<file path="config.mk">
export PLATFORM = sky130hd
export DESIGN_NAME = line_follow_steering_with_exit
export DESIGN_NICKNAME = d
export VERILOG_FILES = /design/src/rtl/lfs_pkg.sv /design/src/rtl/lfs_exit_det.sv /design/src/rtl/lfs_mul.sv /design/src/rtl/line_follow_steering_with_exit.sv
export VERILOG_INCLUDE_DIRS = /design/src /design/src/rtl
export SDC_FILE = /design/constraint.sdc
export NUM_CORES = 1
export LEC_CHECK = 0
export BUFFER_PORTS_ARGS = -buffer_cell sky130_fd_sc_hd__buf_2
export CAP_MARGIN = 20
export CORE_MARGIN = 2
export CORE_UTILIZATION = 60
export CTS_CLUSTER_DIAMETER = 40
export DETAILED_ROUTE_END_ITERATION = 8
export PLACE_DENSITY = 0.79
export REMOVE_ABC_BUFFERS = 1
export SLEW_MARGIN = 10
export SYNTH_ARGS = -nofsm -noshare
export SYNTH_HDL_FRONTEND = slang
export SYNTH_SLANG_ARGS = --single-unit
</file>
<file path="constraint.sdc">
create_clock -name clk -period 21.8 [get_ports clk]
set_input_delay 4.36 -clock clk [delete_from_list [all_inputs] [get_ports clk]]
set_output_delay 4.36 -clock clk [all_outputs]
set_load 0.05 [all_outputs]
</file>
<file path="src/rtl/assert_macros.svh">
// Assertion macros for the RTL of the steering block.
// Bodies expand to nothing when SYNTHESIS is defined.
`ifndef ASSERT_MACROS_SVH
`define ASSERT_MACROS_SVH
`ifndef SYNTHESIS
`define LFS_ASSERT(label, prop, msg) \
    label: assert property (@(posedge clk) disable iff (!rst_n) prop) else $error(msg);
`define LFS_NEVER(label, prop, msg) \
    label: assert property (@(posedge clk) disable iff (!rst_n) !(prop)) else $error(msg);
`else
`define LFS_ASSERT(label, prop, msg)
`define LFS_NEVER(label, prop, msg)
`endif
`endif

</file>
<file path="src/rtl/lfs_pkg.sv">
// Types and constants for the line-follow steering block.
// No dependencies; used by all lfs modules.
package lfs_pkg;

    localparam int MUL_W  = 21;
    localparam int PROD_W = 2 * MUL_W;

    localparam logic [2:0] MODE_BULLSEYE  = 3'd0;
    localparam logic [2:0] MODE_SAFEZONE  = 3'd1;
    localparam logic [2:0] MODE_START     = 3'd2;
    localparam logic [2:0] MODE_LEFT_RED  = 3'd3;
    localparam logic [2:0] MODE_RIGHT_RED = 3'd4;
    localparam logic [2:0] MODE_THIRD_RED = 3'd5;
    localparam logic [2:0] MODE_TIMED     = 3'd6;

    localparam logic [1:0] CFG_EXIT_MODE  = 2'd0;
    localparam logic [1:0] CFG_STEER_GAIN = 2'd1;
    localparam logic [1:0] CFG_EXIT_COUNT = 2'd2;

    localparam logic [15:0] TAPE_L = 16'd100;
    localparam logic [15:0] SPAN_L = 16'd200;
    localparam logic [15:0] TAPE_R = 16'd120;
    localparam logic [15:0] SPAN_R = 16'd280;

    // floor(x/200) = floor((x>>3) * RECIP_L >> 24); floor(x/280) = (x>>3) * RECIP_R >> 26
    localparam logic [19:0] RECIP_L = 20'd671089;
    localparam logic [20:0] RECIP_R = 21'd1917397;
    localparam logic [18:0] HALF_L3 = 19'd12;
    localparam logic [19:0] HALF_R3 = 20'd17;

    localparam logic [15:0] ONE_Q14 = 16'd16384;

    typedef struct packed {
        logic [15:0] red_third;
        logic [15:0] green_third;
        logic [15:0] blue_third;
        logic [15:0] green_left;
        logic [15:0] green_right;
        logic [15:0] blue_left;
        logic [15:0] blue_right;
    } sample_t;

    typedef struct packed {
        logic [MUL_W-1:0] opa;
        logic [MUL_W-1:0] opb;
    } mul_req_t;

    typedef enum logic [6:0] {
        ST_IDLE = 7'b0000001,
        ST_NL   = 7'b0000010,
        ST_NR   = 7'b0000100,
        ST_SQ1  = 7'b0001000,
        ST_SQ2  = 7'b0010000,
        ST_GAIN = 7'b0100000,
        ST_FIN  = 7'b1000000
    } state_t;

endpackage

</file>
<file path="src/rtl/lfs_exit_det.sv">
// Exit condition detector: compares the sensor words against the mode thresholds.
// Depends on lfs_pkg.
module lfs_exit_det
    import lfs_pkg::*;
(
    input  logic [2:0] mode,
    input  sample_t    smp,
    output logic       hit
);

    always_comb
    begin
        case (mode)
            MODE_BULLSEYE:
                hit = (smp.blue_left > 16'd200) && (smp.blue_right > 16'd200)
                    && (smp.blue_third > 16'd600);
            MODE_SAFEZONE:
                hit = (smp.red_third < 16'd300) && (smp.green_third < 16'd300)
                    && (smp.blue_third < 16'd300);
            MODE_START:
                hit = (smp.green_left < 16'd150) && (smp.green_right < 16'd150);
            MODE_LEFT_RED:
                hit = smp.green_left < 16'd115;
            MODE_RIGHT_RED:
                hit = smp.green_right < 16'd135;
            MODE_THIRD_RED:
                hit = smp.green_third < 16'd300;
            default:
                hit = 1'b0;
        endcase
    end

endmodule

</file>
<file path="src/rtl/lfs_mul.sv">
// Shared unsigned multiplier with registered product.
// Depends on lfs_pkg.
module lfs_mul
    import lfs_pkg::*;
(
    input  logic              clk,
    input  mul_req_t          req,
    output logic [PROD_W-1:0] prod
);

    logic [PROD_W-1:0] prod_reg;

    always_ff @(posedge clk)
    begin
        prod_reg <= PROD_W'(req.opa) * PROD_W'(req.opb);
    end

    assign prod = prod_reg;

endmodule

</file>
<file path="src/rtl/line_follow_steering_with_exit.sv">
// Line-follow steering with exit detection: sequencer, run counter, config regs.
// Depends on lfs_pkg, lfs_exit_det, lfs_mul and assert_macros.svh.
// Steps: ST_IDLE takes a word; ST_NL, ST_NR, ST_SQ1, ST_SQ2, ST_GAIN; ST_FIN loads the output.
// A new word is taken only back in ST_IDLE; five passes through the shared multiplier.
// Output waits in its register; the sequencer holds in its last step until it is free.
// Reset: exit_mode 6, steer_gain 8192, exit_count 1, run counter 0; no clearing pass.
`include "assert_macros.svh"
module line_follow_steering_with_exit
    import lfs_pkg::*;
#(
    parameter int SAMPLE_BITS = 16
)
(
    input  logic         clk,
    input  logic         rst_n,
    input  logic         cfg_we,
    input  logic [1:0]   cfg_index,
    input  logic [15:0]  cfg_data,
    input  logic         s_axis_tvalid,
    output logic         s_axis_tready,
    // red_third, green_third, blue_third, green_left, green_right, blue_left, blue_right
    input  logic [111:0] s_axis_tdata,
    output logic         m_axis_tvalid,
    input  logic         m_axis_tready,
    // steering
    output logic [15:0]  m_axis_tdata,
    // exit_seen, steer_valid
    output logic [1:0]   m_axis_tuser,
    // run_done
    output logic         m_axis_tlast
);

    localparam logic [15:0] SampleMask = 16'((17'd1 << SAMPLE_BITS) - 17'd1);

    logic [2:0]  mode_reg;
    logic [15:0] gain_reg;
    logic [7:0]  count_reg;

    state_t      state_reg, state_next;
    logic [7:0]  dl_reg, dl_next;
    logic [8:0]  dr_reg, dr_next;
    logic        hit_reg, hit_next;
    logic [14:0] nl_reg, nl_next;
    logic        neg_reg, neg_next;
    logic [14:0] a4_reg, a4_next;
    logic [7:0]  run_reg, run_next;
    logic        out_valid_reg, out_valid_next;
    logic [15:0] steer_reg, steer_next;
    logic        exit_seen_reg, exit_seen_next;
    logic        done_reg, done_next;

    sample_t           smp;
    logic              hit;
    mul_req_t          mul_req;
    logic [PROD_W-1:0] prod;

    logic [15:0] dl_full, dr_full;
    logic [14:0] nr, a_val, a2, a4;
    logic [28:0] sq_sum;
    logic [30:0] g_sum;
    logic [18:0] m_full;
    logic [15:0] m_sat;
    logic [8:0]  run_inc;
    logic [7:0]  need;

    assign smp.red_third   = s_axis_tdata[15:0]   & SampleMask;
    assign smp.green_third = s_axis_tdata[31:16]  & SampleMask;
    assign smp.blue_third  = s_axis_tdata[47:32]  & SampleMask;
    assign smp.green_left  = s_axis_tdata[63:48]  & SampleMask;
    assign smp.green_right = s_axis_tdata[79:64]  & SampleMask;
    assign smp.blue_left   = s_axis_tdata[95:80]  & SampleMask;
    assign smp.blue_right  = s_axis_tdata[111:96] & SampleMask;

    lfs_exit_det u_exit (
        .mode (mode_reg),
        .smp  (smp),
        .hit  (hit)
    );

    lfs_mul u_mul (
        .clk  (clk),
        .req  (mul_req),
        .prod (prod)
    );

    assign s_axis_tready = (state_reg == ST_IDLE);

    // tape offsets, floored at zero (clamped to span when the word is taken)
    assign dl_full = (smp.green_left > TAPE_L) ? smp.green_left - TAPE_L : 16'd0;
    assign dr_full = (smp.green_right > TAPE_R) ? smp.green_right - TAPE_R : 16'd0;

    assign nr     = prod[40:26];
    assign a_val  = (nr > nl_reg) ? nr - nl_reg : nl_reg - nr;
    assign sq_sum = prod[28:0] + 29'd8192;
    assign a2     = sq_sum[28:14];
    assign a4     = sq_sum[28:14];
    assign g_sum  = prod[30:0] + 31'd2048;
    assign m_full = g_sum[30:12];
    assign m_sat  = (m_full > 19'(ONE_Q14)) ? ONE_Q14 : m_full[15:0];
    assign run_inc = {1'b0, run_reg} + 9'd1;
    assign need    = (count_reg == 8'd0) ? 8'd1 : count_reg;

    always_comb
    begin
        state_next     = state_reg;
        dl_next        = dl_reg;
        dr_next        = dr_reg;
        hit_next       = hit_reg;
        nl_next        = nl_reg;
        neg_next       = neg_reg;
        a4_next        = a4_reg;
        run_next       = run_reg;
        out_valid_next = out_valid_reg;
        steer_next     = steer_reg;
        exit_seen_next = exit_seen_reg;
        done_next      = done_reg;
        mul_req        = '0;

        if (out_valid_reg && m_axis_tready)
        begin
            out_valid_next = 1'b0;
        end

        case (state_reg)
            ST_IDLE:
            begin
                if (s_axis_tvalid)
                begin
                    dl_next    = (dl_full > SPAN_L) ? SPAN_L[7:0] : dl_full[7:0];
                    dr_next    = (dr_full > SPAN_R) ? SPAN_R[8:0] : dr_full[8:0];
                    hit_next   = hit;
                    state_next = ST_NL;
                end
            end
            ST_NL:
            begin
                mul_req.opa = MUL_W'({dl_reg, 11'd0} | HALF_L3);
                mul_req.opb = MUL_W'(RECIP_L);
                state_next  = ST_NR;
            end
            ST_NR:
            begin
                nl_next     = prod[38:24];
                mul_req.opa = MUL_W'({dr_reg, 11'd0} | HALF_R3);
                mul_req.opb = RECIP_R;
                state_next  = ST_SQ1;
            end
            ST_SQ1:
            begin
                neg_next    = nr > nl_reg;
                mul_req.opa = MUL_W'(a_val);
                mul_req.opb = MUL_W'(a_val);
                state_next  = ST_SQ2;
            end
            ST_SQ2:
            begin
                mul_req.opa = MUL_W'(a2);
                mul_req.opb = MUL_W'(a2);
                state_next  = ST_GAIN;
            end
            ST_GAIN:
            begin
                a4_next     = a4;
                mul_req.opa = MUL_W'(gain_reg);
                mul_req.opb = MUL_W'(a4);
                state_next  = ST_FIN;
            end
            ST_FIN:
            begin
                // keep the gain product steady while the output is busy
                mul_req.opa = MUL_W'(gain_reg);
                mul_req.opb = MUL_W'(a4_reg);
                if (!out_valid_reg || m_axis_tready)
                begin
                    out_valid_next = 1'b1;
                    exit_seen_next = hit_reg;
                    if (hit_reg)
                        steer_next = 16'd0;
                    else if (neg_reg)
                        steer_next = 16'd0 - m_sat;
                    else
                        steer_next = m_sat;
                    done_next = 1'b0;
                    if ((mode_reg == MODE_TIMED) || hit_reg)
                    begin
                        if (run_inc >= {1'b0, need})
                        begin
                            done_next = 1'b1;
                            run_next  = 8'd0;
                        end
                        else
                        begin
                            run_next = run_inc[7:0];
                        end
                    end
                    else
                    begin
                        run_next = 8'd0;
                    end
                    state_next = ST_IDLE;
                end
            end
            default:
            begin
                state_next = ST_IDLE;
            end
        endcase
    end

    always_ff @(posedge clk or negedge rst_n)
    begin
        if (!rst_n)
        begin
            state_reg     <= ST_IDLE;
            run_reg       <= 8'd0;
            out_valid_reg <= 1'b0;
        end
        else
        begin
            state_reg     <= state_next;
            run_reg       <= run_next;
            out_valid_reg <= out_valid_next;
        end
    end

    always_ff @(posedge clk)
    begin
        dl_reg        <= dl_next;
        dr_reg        <= dr_next;
        hit_reg       <= hit_next;
        nl_reg        <= nl_next;
        neg_reg       <= neg_next;
        a4_reg        <= a4_next;
        steer_reg     <= steer_next;
        exit_seen_reg <= exit_seen_next;
        done_reg      <= done_next;
    end

    always_ff @(posedge clk or negedge rst_n)
    begin
        if (!rst_n)
        begin
            mode_reg  <= MODE_TIMED;
            gain_reg  <= 16'd8192;
            count_reg <= 8'd1;
        end
        else if (cfg_we)
        begin
            case (cfg_index)
                CFG_EXIT_MODE:  mode_reg  <= cfg_data[2:0];
                CFG_STEER_GAIN: gain_reg  <= cfg_data;
                CFG_EXIT_COUNT: count_reg <= cfg_data[7:0];
                default:        ;
            endcase
        end
    end

    assign m_axis_tvalid = out_valid_reg;
    assign m_axis_tdata  = steer_reg;
    assign m_axis_tuser  = {exit_seen_reg, !exit_seen_reg};
    assign m_axis_tlast  = done_reg;

    `LFS_ASSERT(a_exit_no_steer, m_axis_tvalid && m_axis_tuser[1] |-> m_axis_tdata == 16'd0, "steering on exit word")
    `LFS_ASSERT(a_steer_range, m_axis_tvalid |-> ($signed(m_axis_tdata) <= 16'sd16384) && ($signed(m_axis_tdata) >= -16'sd16384), "steering out of range")
    `LFS_ASSERT(a_done_clears, m_axis_tvalid && m_axis_tlast |-> run_reg == 8'd0, "run counter not cleared at run end")
    `LFS_NEVER(a_no_overwrite, (state_reg == ST_FIN) && (state_next == ST_IDLE) && out_valid_reg && !m_axis_tready, "output word overwritten")

endmodule
</file>
==> flow_metrics.env <==
export IMPL_outcome="complete, no violations"
export IMPL_avgViaCountPerCell=6.044
export IMPL_cp_start_kind="flip-flop"
export IMPL_yosys_top_cells_area="fa_1, ha_1, edfxtp_1"
export IMPL_grt_pass1_vias=19660
export IMPL_synth_cells=2505
export IMPL_finClkSkew_ns=0.01741
export IMPL_hold_class="flip-flop to flip-flop"
export IMPL_cts_sinks=140
export IMPL_cts_tree="done"
export IMPL_synthFlopType="edfxtp_1"
export IMPL_ys_top_cells_by_count="inv_1, fa_1, nand2_1"
export IMPL_largest_register_ffs=30
export IMPL_start_util=0.6117
export IMPL_synth_seq_cells=140
export IMPL_leakage_nw=12.32
export IMPL_drc=0
export IMPL_slew_limit_headroom=0.1943
export IMPL_clk_pin_slew_worst_paths_ns=0.07
export IMPL_htreeDepth=4
export IMPL_crit_path_frequent_cell="fa_1"
export IMPL_grt_pass1_wl_um=104000
export IMPL_die_w_um=197.7
export IMPL_fillers=3007
export IMPL_report_final_setup_viol=0
export IMPL_p_comb_frac=0.576
export IMPL_routabilityCongestion=0.9949
export IMPL_ant_nets=0
export IMPL_synth_edf_count=67
export IMPL_io_buffer_count=151
export IMPL_layout_drive_gt1_share=0.1063
export IMPL_timing_setup_tns_ns=0
export IMPL_worstSetupPathType="flip-flop to flip-flop"
export IMPL_power_internal_mw=0.8372
export IMPL_finalWirelength_um=65730
export IMPL_clock_power_share=0.181
export IMPL_max_cap_violations=0
export IMPL_postCtsSetupBuffers=0
export IMPL_vdd_ir_drop_max_mv=0.07353
export IMPL_pre_cts_ws_ns=10.45
export IMPL_synth_most_common_cell="inv_1"
export IMPL_postSynth_asyncResetShare=0.3071
export IMPL_worstMarginPinSlew_ns=1.206
export IMPL_max_stage_delay_ns=0.84
export IMPL_grtUsageTotal=0.3500
export IMPL_avgRoutedWirePerCell_um=20.92
export IMPL_die_y_um=197.7
export IMPL_synthesis_area_um2=22500
export IMPL_grt_ovfl_total=0
export IMPL_cp_max_fo=17
export IMPL_nets=3327
export IMPL_max_freq_ghz=0.08622
export IMPL_fin_crit_sh=0.5320
export IMPL_fin_crit_ns=11.60
export IMPL_grt_setup_unrepaired="false"
export IMPL_timing_final_ws_setup_ns=10.20
export IMPL_via_count=18990
export IMPL_grt_max_degree=44
export IMPL_numCtsBuffers=17
export IMPL_pwr_share_seq=0.242
export IMPL_swShare=0.4844
export IMPL_die_area_um2=39070
export IMPL_syn_area_per_cell_um2=8.983
export IMPL_p_sw_mw=0.7866
export IMPL_ios=156
export IMPL_ctsHoldBuffers=0
export IMPL_cp_end_kind="flip-flop"
export IMPL_synth_cell_types=98
export IMPL_drtIter0Drc=1708
export IMPL_crit_required_ns=22.09
export IMPL_worst_ep_arrival_time_ns=11.89
export IMPL_ys_warn_count=0
export IMPL_dpl_hpwl_um=53720
export IMPL_final_max_slew_violation_count=0
export IMPL_clk_root_buffer_cell="clkbuf_16"
export IMPL_synth_largest_area_cell="fa_1"
export IMPL_first_pass_iters=6
export IMPL_clockBufferDepth=2
export IMPL_area_delta_synth_final_pct=8.880
export IMPL_rows=70
export IMPL_hold_viol_final=0
export IMPL_cts_resized=0
export IMPL_cpMaxStageDelayCell="o31ai_4"
export IMPL_p_per_area_nw_per_um2=66.28
export IMPL_antenna_found_initial=5
export IMPL_yosys_area_top_type_share=0.2829
export IMPL_coreArea_um2=36790
export IMPL_clk_latency_ns=0.44
export IMPL_ys_seq_area_frac=0.1642
[layout by cell type, fill, tap and decap left out, types with 10 or more instances in the layout]
master / Yosys / layout
and4_1: 10 / 10
a21oi_1: 103 / 102
o21bai_1: 11 / 11
a31oi_1: 17 / 17
xnor2_1: 53 / 53
inv_1: 466 / 466
buf_2: 12 / 151
nor2_1: 187 / 187
xor2_1: 31 / 31
nand2_1: 248 / 248
nand3_1: 52 / 52
o31ai_1: 11 / 11
clkbuf_16: 0 / 19
dfxtp_1: 30 / 30
ha_1: 215 / 215
a21o_1: 57 / 57
nor2b_1: 15 / 15
mux2_2: 27 / 27
or3_1: 12 / 12
a211oi_1: 15 / 13
mux2i_1: 11 / 11
edfxtp_1: 67 / 67
or2_2: 16 / 16
conb_1: 2 / 52
buf_4: 4 / 21
dfrtp_1: 38 / 38
and2_1: 22 / 22
nand2b_1: 24 / 24
o21a_1: 15 / 15
o211ai_1: 14 / 14
fa_1: 318 / 318
nor4_1: 17 / 17
and3_1: 23 / 23
nand4_1: 18 / 18
nor3_1: 50 / 49
o21ai_0: 55 / 55
[through the flow]
stage                     utilization  hold WS (ns)  power, mW  std cells  cell area (um^2)
after CTS                      0.6653        0.4761      1.604       3139             24470
final                          0.6660        0.4750      1.624       3142             24500
after global placement         0.6493        0.4567      1.281       3107             23880
after detailed placement       0.6493        0.4689      1.302       3107             23880
after floorplan                     -        0.4342      1.002       2467             22320
after global routing           0.6660        0.4862      1.723       3141             24500
[cell type report]
type | count | area, um^2 | area share
inverters | 468 | 1757 | 0.07170
repair buffers | 173 | 933.4 | 0.03810
flip-flops and latches | 140 | 3695 | 0.1508
clock buffers | 20 | 479.2 | 0.01956
multi-input cells | 1859 | 16930 | 0.6912
well taps | 468 | 585.6 | 0.02390
clock inverters | 12 | 111.4 | 0.004545
diodes | 2 | 5.005 | 0.0002043
[kinds of logic after synthesis]
group	share of synthesized area
simple gates	0.1568
buf+inv	0.09442
fa+ha+maj	0.4025
compound gates	0.1307
flops	0.1642
xor+xnor	0.03270
mux	0.01841
other cells	0.0003338
[power by group through the flow]
stage                     Clock [mW]  Combinational (mW)  Sequential [mW]
after floorplan                    0               0.635            0.366
after global placement             0               0.886            0.395
after detailed placement           0               0.906            0.397
after CTS                      0.298               0.914            0.391
after global routing           0.310                1.02            0.396
final                          0.295               0.936            0.393
[path summary, 6_finish.rpt]
path	start	end	slack, ns	cells past startpoint
worst max-delay path	nl_reg[11]	u_mul.prod[38]	10.20	34
worst min-delay path	u_mul.prod[36]	nl_reg[12]	0.47	0
worst max register to register	nl_reg[11]	u_mul.prod[38]	10.20	34
worst min register to register	u_mul.prod[36]	nl_reg[12]	0.47	0
max in group asynchronous	rst_n	state_reg[0]	17.51	2
min in group asynchronous	rst_n	run_reg[2]	3.76	1
[worst max-delay path: cells and delay by family (launching register included)]
family | cells | cell delay, ns
and+or+nand+nor | 4 | 0.67
DFF | 1 | 0.36
AOI/OAI and AO/OA | 12 | 4.59
adders and majority gates | 9 | 4.44
muxes | 2 | 0.78
buffers and inverters | 7 | 0.59
[per-layer routing]
layer	share of wire	vias to the layer above	global-route usage
li1	-	8533	-
met1	0.37	9281	0.4273
met2	0.47	950	0.5870
met3	0.089	223	0.07017
met4	0.062	4	0.1855
met5	0.00041	-	0
No activity file was read; power rests on OpenSTA's default activity.
